### src/design/saq_pkg.sv
`default_nettype none
package saq_pkg;
    localparam int unsigned TIME_W   = 62;
    localparam int unsigned FIRE_W   = 63;
    localparam int unsigned RELOAD_W = 31;
    localparam int unsigned STATUS_W = 3;

    typedef enum logic [1:0] {
        REQ_ARM_REL = 2'd0,
        REQ_ARM_ABS = 2'd1,
        REQ_CANCEL  = 2'd2,
        REQ_EVENT   = 2'd3
    } t_req;

    localparam logic [STATUS_W-1:0] ST_OK        = 3'd0;
    localparam logic [STATUS_W-1:0] ST_NOT_ARMED = 3'd1;
    localparam logic [STATUS_W-1:0] ST_EMPTY     = 3'd2;
    localparam logic [STATUS_W-1:0] ST_EARLY     = 3'd3;
    localparam logic [STATUS_W-1:0] ST_FIRED     = 3'd4;

    localparam logic [RELOAD_W-1:0] MAX_RELOAD = {RELOAD_W{1'b1}};
endpackage
`default_nettype wire

### src/design/saq_ram.sv
`default_nettype none
module saq_ram #(
    parameter int WIDTH = 8,
    parameter int DEPTH = 16
) (
    input  wire logic                     i_clk,
    input  wire logic                     i_we,
    input  wire logic [$clog2(DEPTH)-1:0] i_waddr,
    input  wire logic [WIDTH-1:0]         i_wdata,
    input  wire logic [$clog2(DEPTH)-1:0] i_raddr,
    output logic      [WIDTH-1:0]         o_rdata
);
    logic [WIDTH-1:0] r_mem [DEPTH];

    always_ff @(posedge i_clk) begin
        if (i_we) begin
            r_mem[i_waddr] <= i_wdata;
        end
        o_rdata <= r_mem[i_raddr];
    end
endmodule
`default_nettype wire

### src/design/sorted_alarm_queue_top.sv
`default_nettype none
// Sorted alarm queue: alarm slots held in a doubly linked list ordered by fire time.
// A request first goes through decode; a cancel of an armed slot or a rearm then unlinks
// the slot, an arm walks the list (one RAM read per slot walked) and links the slot in,
// and an event fires or rechecks the head. One request at a time: busy stays high until
// the result cycle, in which start may transfer again. Reset (synchronous, active low)
// empties the queue.
module sorted_alarm_queue_top #(
    parameter int ALARM_SLOTS = 16
) (
    input  wire logic                           i_clk,
    input  wire logic                           i_rst_n,
    input  wire logic                           start,
    output logic                                busy,
    input  wire logic [1:0]                     i_req_type,
    input  wire logic [3:0]                     i_alarm_id,
    input  wire logic [saq_pkg::TIME_W-1:0]     i_time_value,
    input  wire logic [saq_pkg::TIME_W-1:0]     i_now,
    output logic                                o_valid,
    output logic [saq_pkg::STATUS_W-1:0]        o_status,
    output logic                                o_fired,
    output logic [3:0]                          o_fired_id,
    output logic                                o_timer_load,
    output logic [saq_pkg::RELOAD_W-1:0]        o_timer_value
);
    localparam int IW = $clog2(ALARM_SLOTS);
    localparam int LW = IW + 1;
    localparam int FW = saq_pkg::FIRE_W;
    localparam int TW = saq_pkg::TIME_W;
    localparam int RW = saq_pkg::RELOAD_W;
    localparam int EW = FW + 2 * LW;
    localparam logic [LW-1:0] NIL = LW'(ALARM_SLOTS);

    // RAM entry layout: {fire, next, prev}
    typedef enum logic [4:0] {
        S_IDLE, S_DECODE, S_UNL_SELF, S_UNL_NX, S_UNL_PV, S_UNL_END, S_INS_INIT, S_WALK,
        S_INS_CUR, S_INS_PV, S_INS_TAIL, S_INS_TAILN, S_INS_END, S_RELOAD, S_EVT_HEAD,
        S_EVT_NX, S_DONE
    } t_state;

    t_state                       r_state;
    saq_pkg::t_req                r_req;
    logic [3:0]                   r_id;
    logic [FW-1:0]                r_fire;
    logic [TW-1:0]                r_now;
    logic [LW-1:0]                r_head, r_tail, r_cur, r_pv, r_nx;
    logic [ALARM_SLOTS-1:0]       r_armed;
    logic                         r_moved;
    logic [saq_pkg::STATUS_W-1:0] r_status;
    logic                         r_fired;
    logic [3:0]                   r_fired_id;
    logic                         r_load;
    logic [RW-1:0]                r_value;
    logic [EW-1:LW]               r_ent;   // fire and next of the slot the walk stopped at

    logic                         ram_we;
    logic [IW-1:0]                ram_waddr, ram_raddr;
    logic [EW-1:0]                ram_wdata, ram_rdata;

    saq_ram #(.WIDTH(EW), .DEPTH(ALARM_SLOTS)) u_ram (
        .i_clk  (i_clk),
        .i_we   (ram_we),
        .i_waddr(ram_waddr),
        .i_wdata(ram_wdata),
        .i_raddr(ram_raddr),
        .o_rdata(ram_rdata)
    );

    wire [FW-1:0] rd_fire = ram_rdata[EW-1 -: FW];
    wire [LW-1:0] rd_next = ram_rdata[2*LW-1 -: LW];
    wire [LW-1:0] rd_prev = ram_rdata[LW-1:0];
    wire          id_ok   = ({28'd0, r_id} < 32'(ALARM_SLOTS));
    wire [IW-1:0] id_ix   = IW'(r_id);
    wire [LW-1:0] s_link  = LW'(r_id);

    assign busy = (r_state != S_IDLE);

    // Reload for the entry on the read port: fire minus now, clamped to 0 and INT_MAX.
    logic [FW-1:0] fire_gap;
    logic [RW-1:0] reload_val;
    always_comb begin
        fire_gap = rd_fire - FW'(r_now);
        if (rd_fire < FW'(r_now)) begin
            reload_val = '0;
        end else if (|fire_gap[FW-1:RW]) begin
            reload_val = saq_pkg::MAX_RELOAD;
        end else begin
            reload_val = fire_gap[RW-1:0];
        end
    end

    // RAM port control. A read issued in one state returns its entry in the next; each
    // link patch rewrites a whole entry from that returned word, or from the entry held by
    // the walk. No state reads the entry it writes, so no forwarding is needed.
    always_comb begin
        ram_we    = 1'b0;
        ram_waddr = id_ix;
        ram_wdata = {r_fire, NIL, r_tail};
        ram_raddr = id_ix;
        unique case (r_state)
            S_DECODE: begin
                // event: fetch the head; arm and cancel: fetch the own slot
                ram_raddr = (r_req == saq_pkg::REQ_EVENT) ? r_head[IW-1:0] : id_ix;
            end
            S_UNL_SELF: begin
                ram_raddr = (rd_next != NIL) ? rd_next[IW-1:0] : rd_prev[IW-1:0];
            end
            S_UNL_NX: begin
                // next neighbour takes over our prev link
                ram_we    = 1'b1;
                ram_waddr = r_nx[IW-1:0];
                ram_wdata = {rd_fire, rd_next, r_pv};
                ram_raddr = r_pv[IW-1:0];
            end
            S_UNL_PV: begin
                // previous neighbour takes over our next link
                ram_we    = 1'b1;
                ram_waddr = r_pv[IW-1:0];
                ram_wdata = {rd_fire, r_nx, rd_prev};
            end
            S_UNL_END, S_INS_INIT, S_INS_END: begin
                ram_raddr = r_head[IW-1:0];
            end
            S_WALK: begin
                ram_raddr = rd_next[IW-1:0];
                // first later fire time: write the new slot in front of it
                if (rd_fire > r_fire) begin
                    ram_we    = 1'b1;
                    ram_waddr = id_ix;
                    ram_wdata = {r_fire, r_cur, rd_prev};
                end
            end
            S_INS_CUR: begin
                ram_we    = 1'b1;
                ram_waddr = r_cur[IW-1:0];
                ram_wdata = {r_ent, s_link};
                ram_raddr = r_pv[IW-1:0];
            end
            S_INS_PV: begin
                ram_we    = 1'b1;
                ram_waddr = r_pv[IW-1:0];
                ram_wdata = {rd_fire, s_link, rd_prev};
            end
            S_INS_TAIL: begin
                // append after the tail
                ram_we    = 1'b1;
                ram_waddr = id_ix;
                ram_wdata = {r_fire, NIL, r_tail};
                ram_raddr = r_tail[IW-1:0];
            end
            S_INS_TAILN: begin
                ram_we    = 1'b1;
                ram_waddr = r_tail[IW-1:0];
                ram_wdata = {rd_fire, s_link, rd_prev};
            end
            S_EVT_HEAD: begin
                ram_raddr = rd_next[IW-1:0];
            end
            S_EVT_NX: begin
                // new head loses its prev link
                ram_we    = 1'b1;
                ram_waddr = r_nx[IW-1:0];
                ram_wdata = {rd_fire, rd_next, NIL};
            end
            default: begin
                ram_we = 1'b0;
            end
        endcase
    end

    always_ff @(posedge i_clk) begin
        if (!i_rst_n) begin
            r_state       <= S_IDLE;
            r_head        <= NIL;
            r_tail        <= NIL;
            r_armed       <= '0;
            o_valid       <= 1'b0;
            o_status      <= saq_pkg::ST_OK;
            o_fired       <= 1'b0;
            o_fired_id    <= '0;
            o_timer_load  <= 1'b0;
            o_timer_value <= '0;
        end else begin
            o_valid <= 1'b0;
            unique case (r_state)
                S_IDLE: begin
                    if (start) begin
                        // hold the request; relative fire time fits in 63 bits
                        r_req      <= saq_pkg::t_req'(i_req_type);
                        r_id       <= i_alarm_id;
                        r_now      <= i_now;
                        r_fire     <= (i_req_type == saq_pkg::REQ_ARM_REL)
                                    ? FW'(i_now) + FW'(i_time_value) : FW'(i_time_value);
                        r_moved    <= 1'b0;
                        r_status   <= saq_pkg::ST_OK;
                        r_fired    <= 1'b0;
                        r_fired_id <= '0;
                        r_load     <= 1'b0;
                        r_value    <= '0;
                        r_state    <= S_DECODE;
                    end
                end
                S_DECODE: begin
                    if (r_req == saq_pkg::REQ_EVENT) begin
                        if (r_head == NIL) begin
                            r_status <= saq_pkg::ST_EMPTY;
                            r_state  <= S_DONE;
                        end else begin
                            r_state <= S_EVT_HEAD;
                        end
                    end else if (!id_ok) begin
                        // slot out of range: drop the request
                        r_status <= (r_req == saq_pkg::REQ_CANCEL)
                                  ? saq_pkg::ST_NOT_ARMED : saq_pkg::ST_OK;
                        r_state  <= S_DONE;
                    end else if (r_armed[id_ix]) begin
                        // cancel, or rearm: unlink first
                        r_state <= S_UNL_SELF;
                    end else if (r_req == saq_pkg::REQ_CANCEL) begin
                        r_status <= saq_pkg::ST_NOT_ARMED;
                        r_state  <= S_DONE;
                    end else begin
                        r_state <= S_INS_INIT;
                    end
                end
                S_UNL_SELF: begin
                    r_nx           <= rd_next;
                    r_pv           <= rd_prev;
                    r_armed[id_ix] <= 1'b0;
                    if (rd_next == NIL) begin
                        r_tail <= rd_prev;
                    end
                    if (rd_prev == NIL) begin
                        r_head  <= rd_next;
                        r_moved <= (rd_next != NIL);
                    end
                    if (rd_next != NIL) begin
                        r_state <= S_UNL_NX;
                    end else if (rd_prev != NIL) begin
                        r_state <= S_UNL_PV;
                    end else begin
                        r_state <= S_UNL_END;
                    end
                end
                S_UNL_NX: begin
                    r_state <= (r_pv != NIL) ? S_UNL_PV : S_UNL_END;
                end
                S_UNL_PV: begin
                    r_state <= S_UNL_END;
                end
                S_UNL_END: begin
                    if (r_req == saq_pkg::REQ_CANCEL) begin
                        r_state <= r_moved ? S_RELOAD : S_DONE;
                    end else begin
                        r_state <= S_INS_INIT;
                    end
                end
                S_INS_INIT: begin
                    r_armed[id_ix] <= 1'b1;
                    r_cur          <= r_head;
                    r_state        <= (r_head == NIL) ? S_INS_TAIL : S_WALK;
                end
                S_WALK: begin
                    // advance one slot per cycle; equal fire times go after
                    r_ent <= ram_rdata[EW-1:LW];
                    if (rd_fire > r_fire) begin
                        r_pv    <= rd_prev;
                        r_state <= S_INS_CUR;
                    end else begin
                        r_cur <= rd_next;
                        if (rd_next == NIL) begin
                            r_state <= S_INS_TAIL;
                        end
                    end
                end
                S_INS_CUR: begin
                    if (r_pv != NIL) begin
                        r_state <= S_INS_PV;
                    end else begin
                        r_head  <= s_link;
                        r_moved <= 1'b1;
                        r_state <= S_INS_END;
                    end
                end
                S_INS_PV: begin
                    r_state <= S_INS_END;
                end
                S_INS_TAIL: begin
                    if (r_tail != NIL) begin
                        r_state <= S_INS_TAILN;
                    end else begin
                        r_head  <= s_link;
                        r_tail  <= s_link;
                        r_moved <= 1'b1;
                        r_state <= S_INS_END;
                    end
                end
                S_INS_TAILN: begin
                    r_tail  <= s_link;
                    r_state <= S_INS_END;
                end
                S_INS_END: begin
                    r_state <= r_moved ? S_RELOAD : S_DONE;
                end
                S_RELOAD: begin
                    r_load  <= 1'b1;
                    r_value <= reload_val;
                    r_state <= S_DONE;
                end
                S_EVT_HEAD: begin
                    if (FW'(r_now) < rd_fire) begin
                        // too early: rearm the decrementer for the same head
                        r_status <= saq_pkg::ST_EARLY;
                        r_load   <= 1'b1;
                        r_value  <= reload_val;
                        r_state  <= S_DONE;
                    end else begin
                        r_status                  <= saq_pkg::ST_FIRED;
                        r_fired                   <= 1'b1;
                        r_fired_id                <= 4'(r_head);
                        r_armed[r_head[IW-1:0]]   <= 1'b0;
                        r_head                    <= rd_next;
                        r_nx                      <= rd_next;
                        if (rd_next == NIL) begin
                            r_tail  <= NIL;
                            r_state <= S_DONE;
                        end else begin
                            r_state <= S_EVT_NX;
                        end
                    end
                end
                S_EVT_NX: begin
                    r_load  <= 1'b1;
                    r_value <= reload_val;
                    r_state <= S_DONE;
                end
                S_DONE: begin
                    o_valid       <= 1'b1;
                    o_status      <= r_status;
                    o_fired       <= r_fired;
                    o_fired_id    <= r_fired_id;
                    o_timer_load  <= r_load;
                    o_timer_value <= r_value;
                    r_state       <= S_IDLE;
                end
                default: begin
                    r_state <= S_IDLE;
                end
            endcase
        end
    end
endmodule
`default_nettype wire
### config.mk
export PLATFORM = sky130hd
export DESIGN_NAME = sorted_alarm_queue_top
export DESIGN_NICKNAME = d
export VERILOG_FILES = /design/src/design/saq_pkg.sv /design/src/design/saq_ram.sv /design/src/design/sorted_alarm_queue_top.sv
export SDC_FILE = /design/constraint.sdc
export NUM_CORES = 2
export LEC_CHECK = 0
export BUFFER_PORTS_ARGS = -buffer_cell sky130_fd_sc_hd__clkbuf_2
export CELL_PAD_IN_SITES_DETAIL_PLACEMENT = 2
export CELL_PAD_IN_SITES_GLOBAL_PLACEMENT = 2
export CORE_ASPECT_RATIO = 1.25
export CORE_UTILIZATION = 40
export CTS_CLUSTER_DIAMETER = 200
export DETAILED_ROUTE_END_ITERATION = 6
export GPL_TIMING_DRIVEN = 0
export PLACE_DENSITY = 0.7
export SYNTH_ARGS = -nofsm -noshare
export SYNTH_HDL_FRONTEND = slang
export SYNTH_SLANG_ARGS = --single-unit
### constraint.sdc
create_clock -name i_clk -period 11.2 [get_ports i_clk]
set_input_delay 0 -clock i_clk [delete_from_list [all_inputs] [get_ports i_clk]]
set_output_delay 0 -clock i_clk [all_outputs]
set_load 0.03 [all_outputs]
==> flow_summary.ini <==
[outcome]
status = finished, final reports clean

[worst_setup_path]
path_cells = clkbuf_1, inv_1, or2_2, a21oi_1, or3_1, or2_2, clkbuf_1, clkbuf_1, nor2_1, nor2_1, nand2_1, nor2_4, buf_12, buf_12
critPathArrivalTime_ns = 6.63
reg2reg_slack_ns = 5.06
start_kind = flip-flop
path_delay_family = buffers and inverters
criticalPathCategory = reg2reg
worst_path_largest_cell_delay_ns = 1.04
cp_max_fo = 22
reg2reg_depth = 14
cp.required_ns = 11.69
r2r-start = r_state[1]
crit_buf_inv = 6
timing.rr.end = u_ram.r_mem[10][41]
crit_top_cell = clkbuf_1
crit_path_top_delay_cell = clkbuf_1
endpoint_kind = flip-flop

[global_route]
grtUsageMet2_pct = 48.9
gr-total-overflow = 0
first_global_vias = 49900
grt_pass1_wl_microns = 356000
grt_max_degree = 65
track_usage_pct = 28.5
antenna_found_initial = 8
grt_use_met1_pct = 36.9
met3_usage_pct = 5.11
busiest_layer = met2

[timing]
skew_ns = 0.0397
slew_violations = 0
max_slew.worst_pin.slew_ns = 1.47
rsz0062_at_grt = no
setup_viol = 0
timing.slew.headroom_pct = 1.72
layout_min_cycle_time_ns = 6.14
finalHoldViolCount = 0
finalCritPeriodShare_pct = 54.8
holdWs_ns = 0.0573
fmaxAchievable_ghz = 0.163

[route]
avgRoutedWirePerCell_microns = 32.5
postRouteAntennaNets = 0
drt_pass1_iterations = 5
num_vias = 45700
post-route-drc-count = 0
drt-initial-drc-count = 4089
totalWireLength_microns = 248000
avgViaCountPerCell = 5.99

[yosys]
yosys_warnings = 0
synth_ff_type = edfxtp_1
synth-edff-count = 1423
syn_area_sq_mm = 0.0686
syn-instance-count = 4603
ys_types = 79
avgSynthCellArea_sq_um = 14.9
ys_ff_latch = 1568
synth-async-reset-ratio_pct = 0
ys_seq_area_share_pct = 66.5
syn_nets = 4926

[placed_design]
port_buffers = 174
hpwl_microns = 172000
gp_congestion = 0.878

[die]
dieHeight_microns = 465
dieWidth_microns = 372
ioPinCount = 175
die_area_sq_mm = 0.173
start_util_pct = 40.4
rows = 169
core_sq_mm = 0.170

[min_path]
min_from = i_time_value[45]
hold_end = r_fire[45]
hold_path_class = in2reg
hold_depth = 4

[clock_network]
cts-htree-levels = 4
clk_pin_slew_ns = 0.06
root_buffer = clkbuf_16
cts.sinks = 1568
clk_latency_ns = 0.84
post-cts-setup-buffers = 0
cts_buffers = 163
cts_tree = built
cts_buffer_depth = 3

[pwr]
cellPowerDensity_mw_per_mm2 = 277
peakVddDrop_mv = 0.180
total_leakage_power_nw = 28.2

[layout]
utilization_pct = 48.0
final_layout_size_suffix_gt1_share_pct = 17.3
syn2layout_area_growth_pct = 18.8
final_nets = 5592

[run]
cap_violations = 0
worst max-delay path by stage:
| stage | slack (ns) | to | cells after the start | startpoint |
|---|---|---|---|---|
| finish | 5.06 | u_ram.r_mem[10][41] | 14 | r_state[1] |
| detailed placement | 5.05 | u_ram.r_mem[13][72] | 10 | r_state[1] |
| global placement | -1.06 | u_ram.r_mem[0][47] | 11 | r_fire[40] |
| global route | 4.85 | u_ram.r_mem[10][41] | 14 | r_state[1] |
| CTS | 4.95 | r_fire[60] | 18 | i_time_value[0] |
| floorplan | 5.04 | u_ram.r_mem[1][0] | 14 | r_fire[40] |
repair_timing:
action,4_1_cts,5_1_grt
resized for setup,0,0
hold buffers,215,0
endpoints found under the hold margin,195,0
flip-flops by register name, summed over array words and instances (netlist names), 16 cells and up:
name	cells
r_armed	16
r_ent	68
u_ram.r_mem	1168
r_fire	63
o_timer_value	31
r_now	62
u_ram.o_rdata	73
r_value	31
power breakdown:
group / internal (mW) / total (mW) / switching [mW]
logic: 3.11 / 9.08 / 5.97
registers: 7.62 / 8.00 / 0.382
clock network: 3.12 / 5.53 / 2.41
total: 13.8 / 22.6 / 8.76
metrics by stage:
stage	worst slack, ns	power [mW]	setup TNS, ns	instance area, sq um	cells
finish	5.06	22.6	0	81500	7632
global route	4.85	23.4	0	81500	7629
CTS	4.95	22.7	0	81500	7619
detailed placement	5.05	17.0	0	74000	7103
global placement	-1.06	16.4	-862.60	72300	7000
floorplan	5.04	13.3	0	68600	4603
synthesized netlist by cell type, types with 5 or more instances:
cell type	count	area share, %
nor2b_1	28	0.26
a31oi_1	124	1.1
nor4_1	16	0.15
nand4_1	56	0.51
clkbuf_1	175	0.96
nand2_1	475	2.6
xnor2_1	45	0.57
ha_1	188	3.4
and2_1	88	0.80
a21boi_0	47	0.51
mux2i_1	7	0.10
o21bai_1	18	0.20
xor2_1	52	0.66
o2111ai_1	16	0.20
nor3b_1	7	0.077
a22oi_1	81	0.89
a211oi_1	97	1.1
o211a_1	5	0.073
a222oi_1	8	0.12
dfxtp_1	145	4.2
o21ai_0	227	1.7
o31ai_1	11	0.12
and3_1	16	0.15
o22ai_1	8	0.073
or3_1	8	0.073
inv_1	172	0.94
or2_2	15	0.14
buf_2	40	0.29
and4_1	5	0.064
nand3_1	61	0.44
nor3_1	40	0.29
a21o_1	83	0.91
buf_1	22	0.12
o21a_1	14	0.15
nor2_1	136	0.74
a32oi_1	5	0.064
a21oi_1	205	1.5
nand2b_1	26	0.24
o31a_1	5	0.064
edfxtp_1	1423	62
mux4_2	297	9.7
o211ai_1	18	0.20
mux2_2	11	0.18
area by class of cell:
cell class	count	area, sq um
inverter	173	649
antenna	4	10.0
sequential	1568	45600
multi-input combinational	2619	21500
clock buffer	247	4790
tap	2223	2780
timing repair buffer	501	4650
fill	16100	88500
clock inverter	54	531
buffer	243	1010
metal layers:
layer / share of wire [%] / wire (microns)
met5: 0 / 0
met4: 2.7 / 6640
met3: 6.0 / 14800
met2: 50 / 124000
met1: 41 / 102000
cells by family (layout without fill, tap and decap cells):
logic type / after synthesis / after routing / share of synthesized area (%)
flops: 1568 / 1568 / 66.5
compound gates: 1024 / 1024 / 9.62
simple gates: 992 / 992 / 6.70
buf+inv: 416 / 1218 / 2.40
mux: 316 / 316 / 10.0
fa+ha+maj: 190 / 190 / 3.49
xor+xnor: 97 / 97 / 1.24
other cells: 0 / 4 / 0
cells in the final DEF, fill, tap and decap left out, types with 45 or more instances in the layout:
cell type and n:
o21ai_0 162, xor2_1 52, a21o_1 83, o21ai_1 68, inv_1 172, a31oi_1 124
clkbuf_2 182, nand3_1 61, dlygate4sd3_1 215, nand2_1 475, clkbuf_16 169, dfxtp_1 145
nand4_1 56, a22oi_1 81, mux4_2 297, ha_1 188, xnor2_1 45, clkbuf_1 218
nor2_1 118, a21oi_1 205, edfxtp_1 1423, a21boi_0 46, and2_1 87, a211oi_1 97
buf_4 49
worst min-delay path: stages:
cell           delay, ns
dlygate4sd3_1       0.52
clkbuf_2            0.11
nand2_1             0.05
o21ai_0             0.09
(Power assumes the default switching activity.)
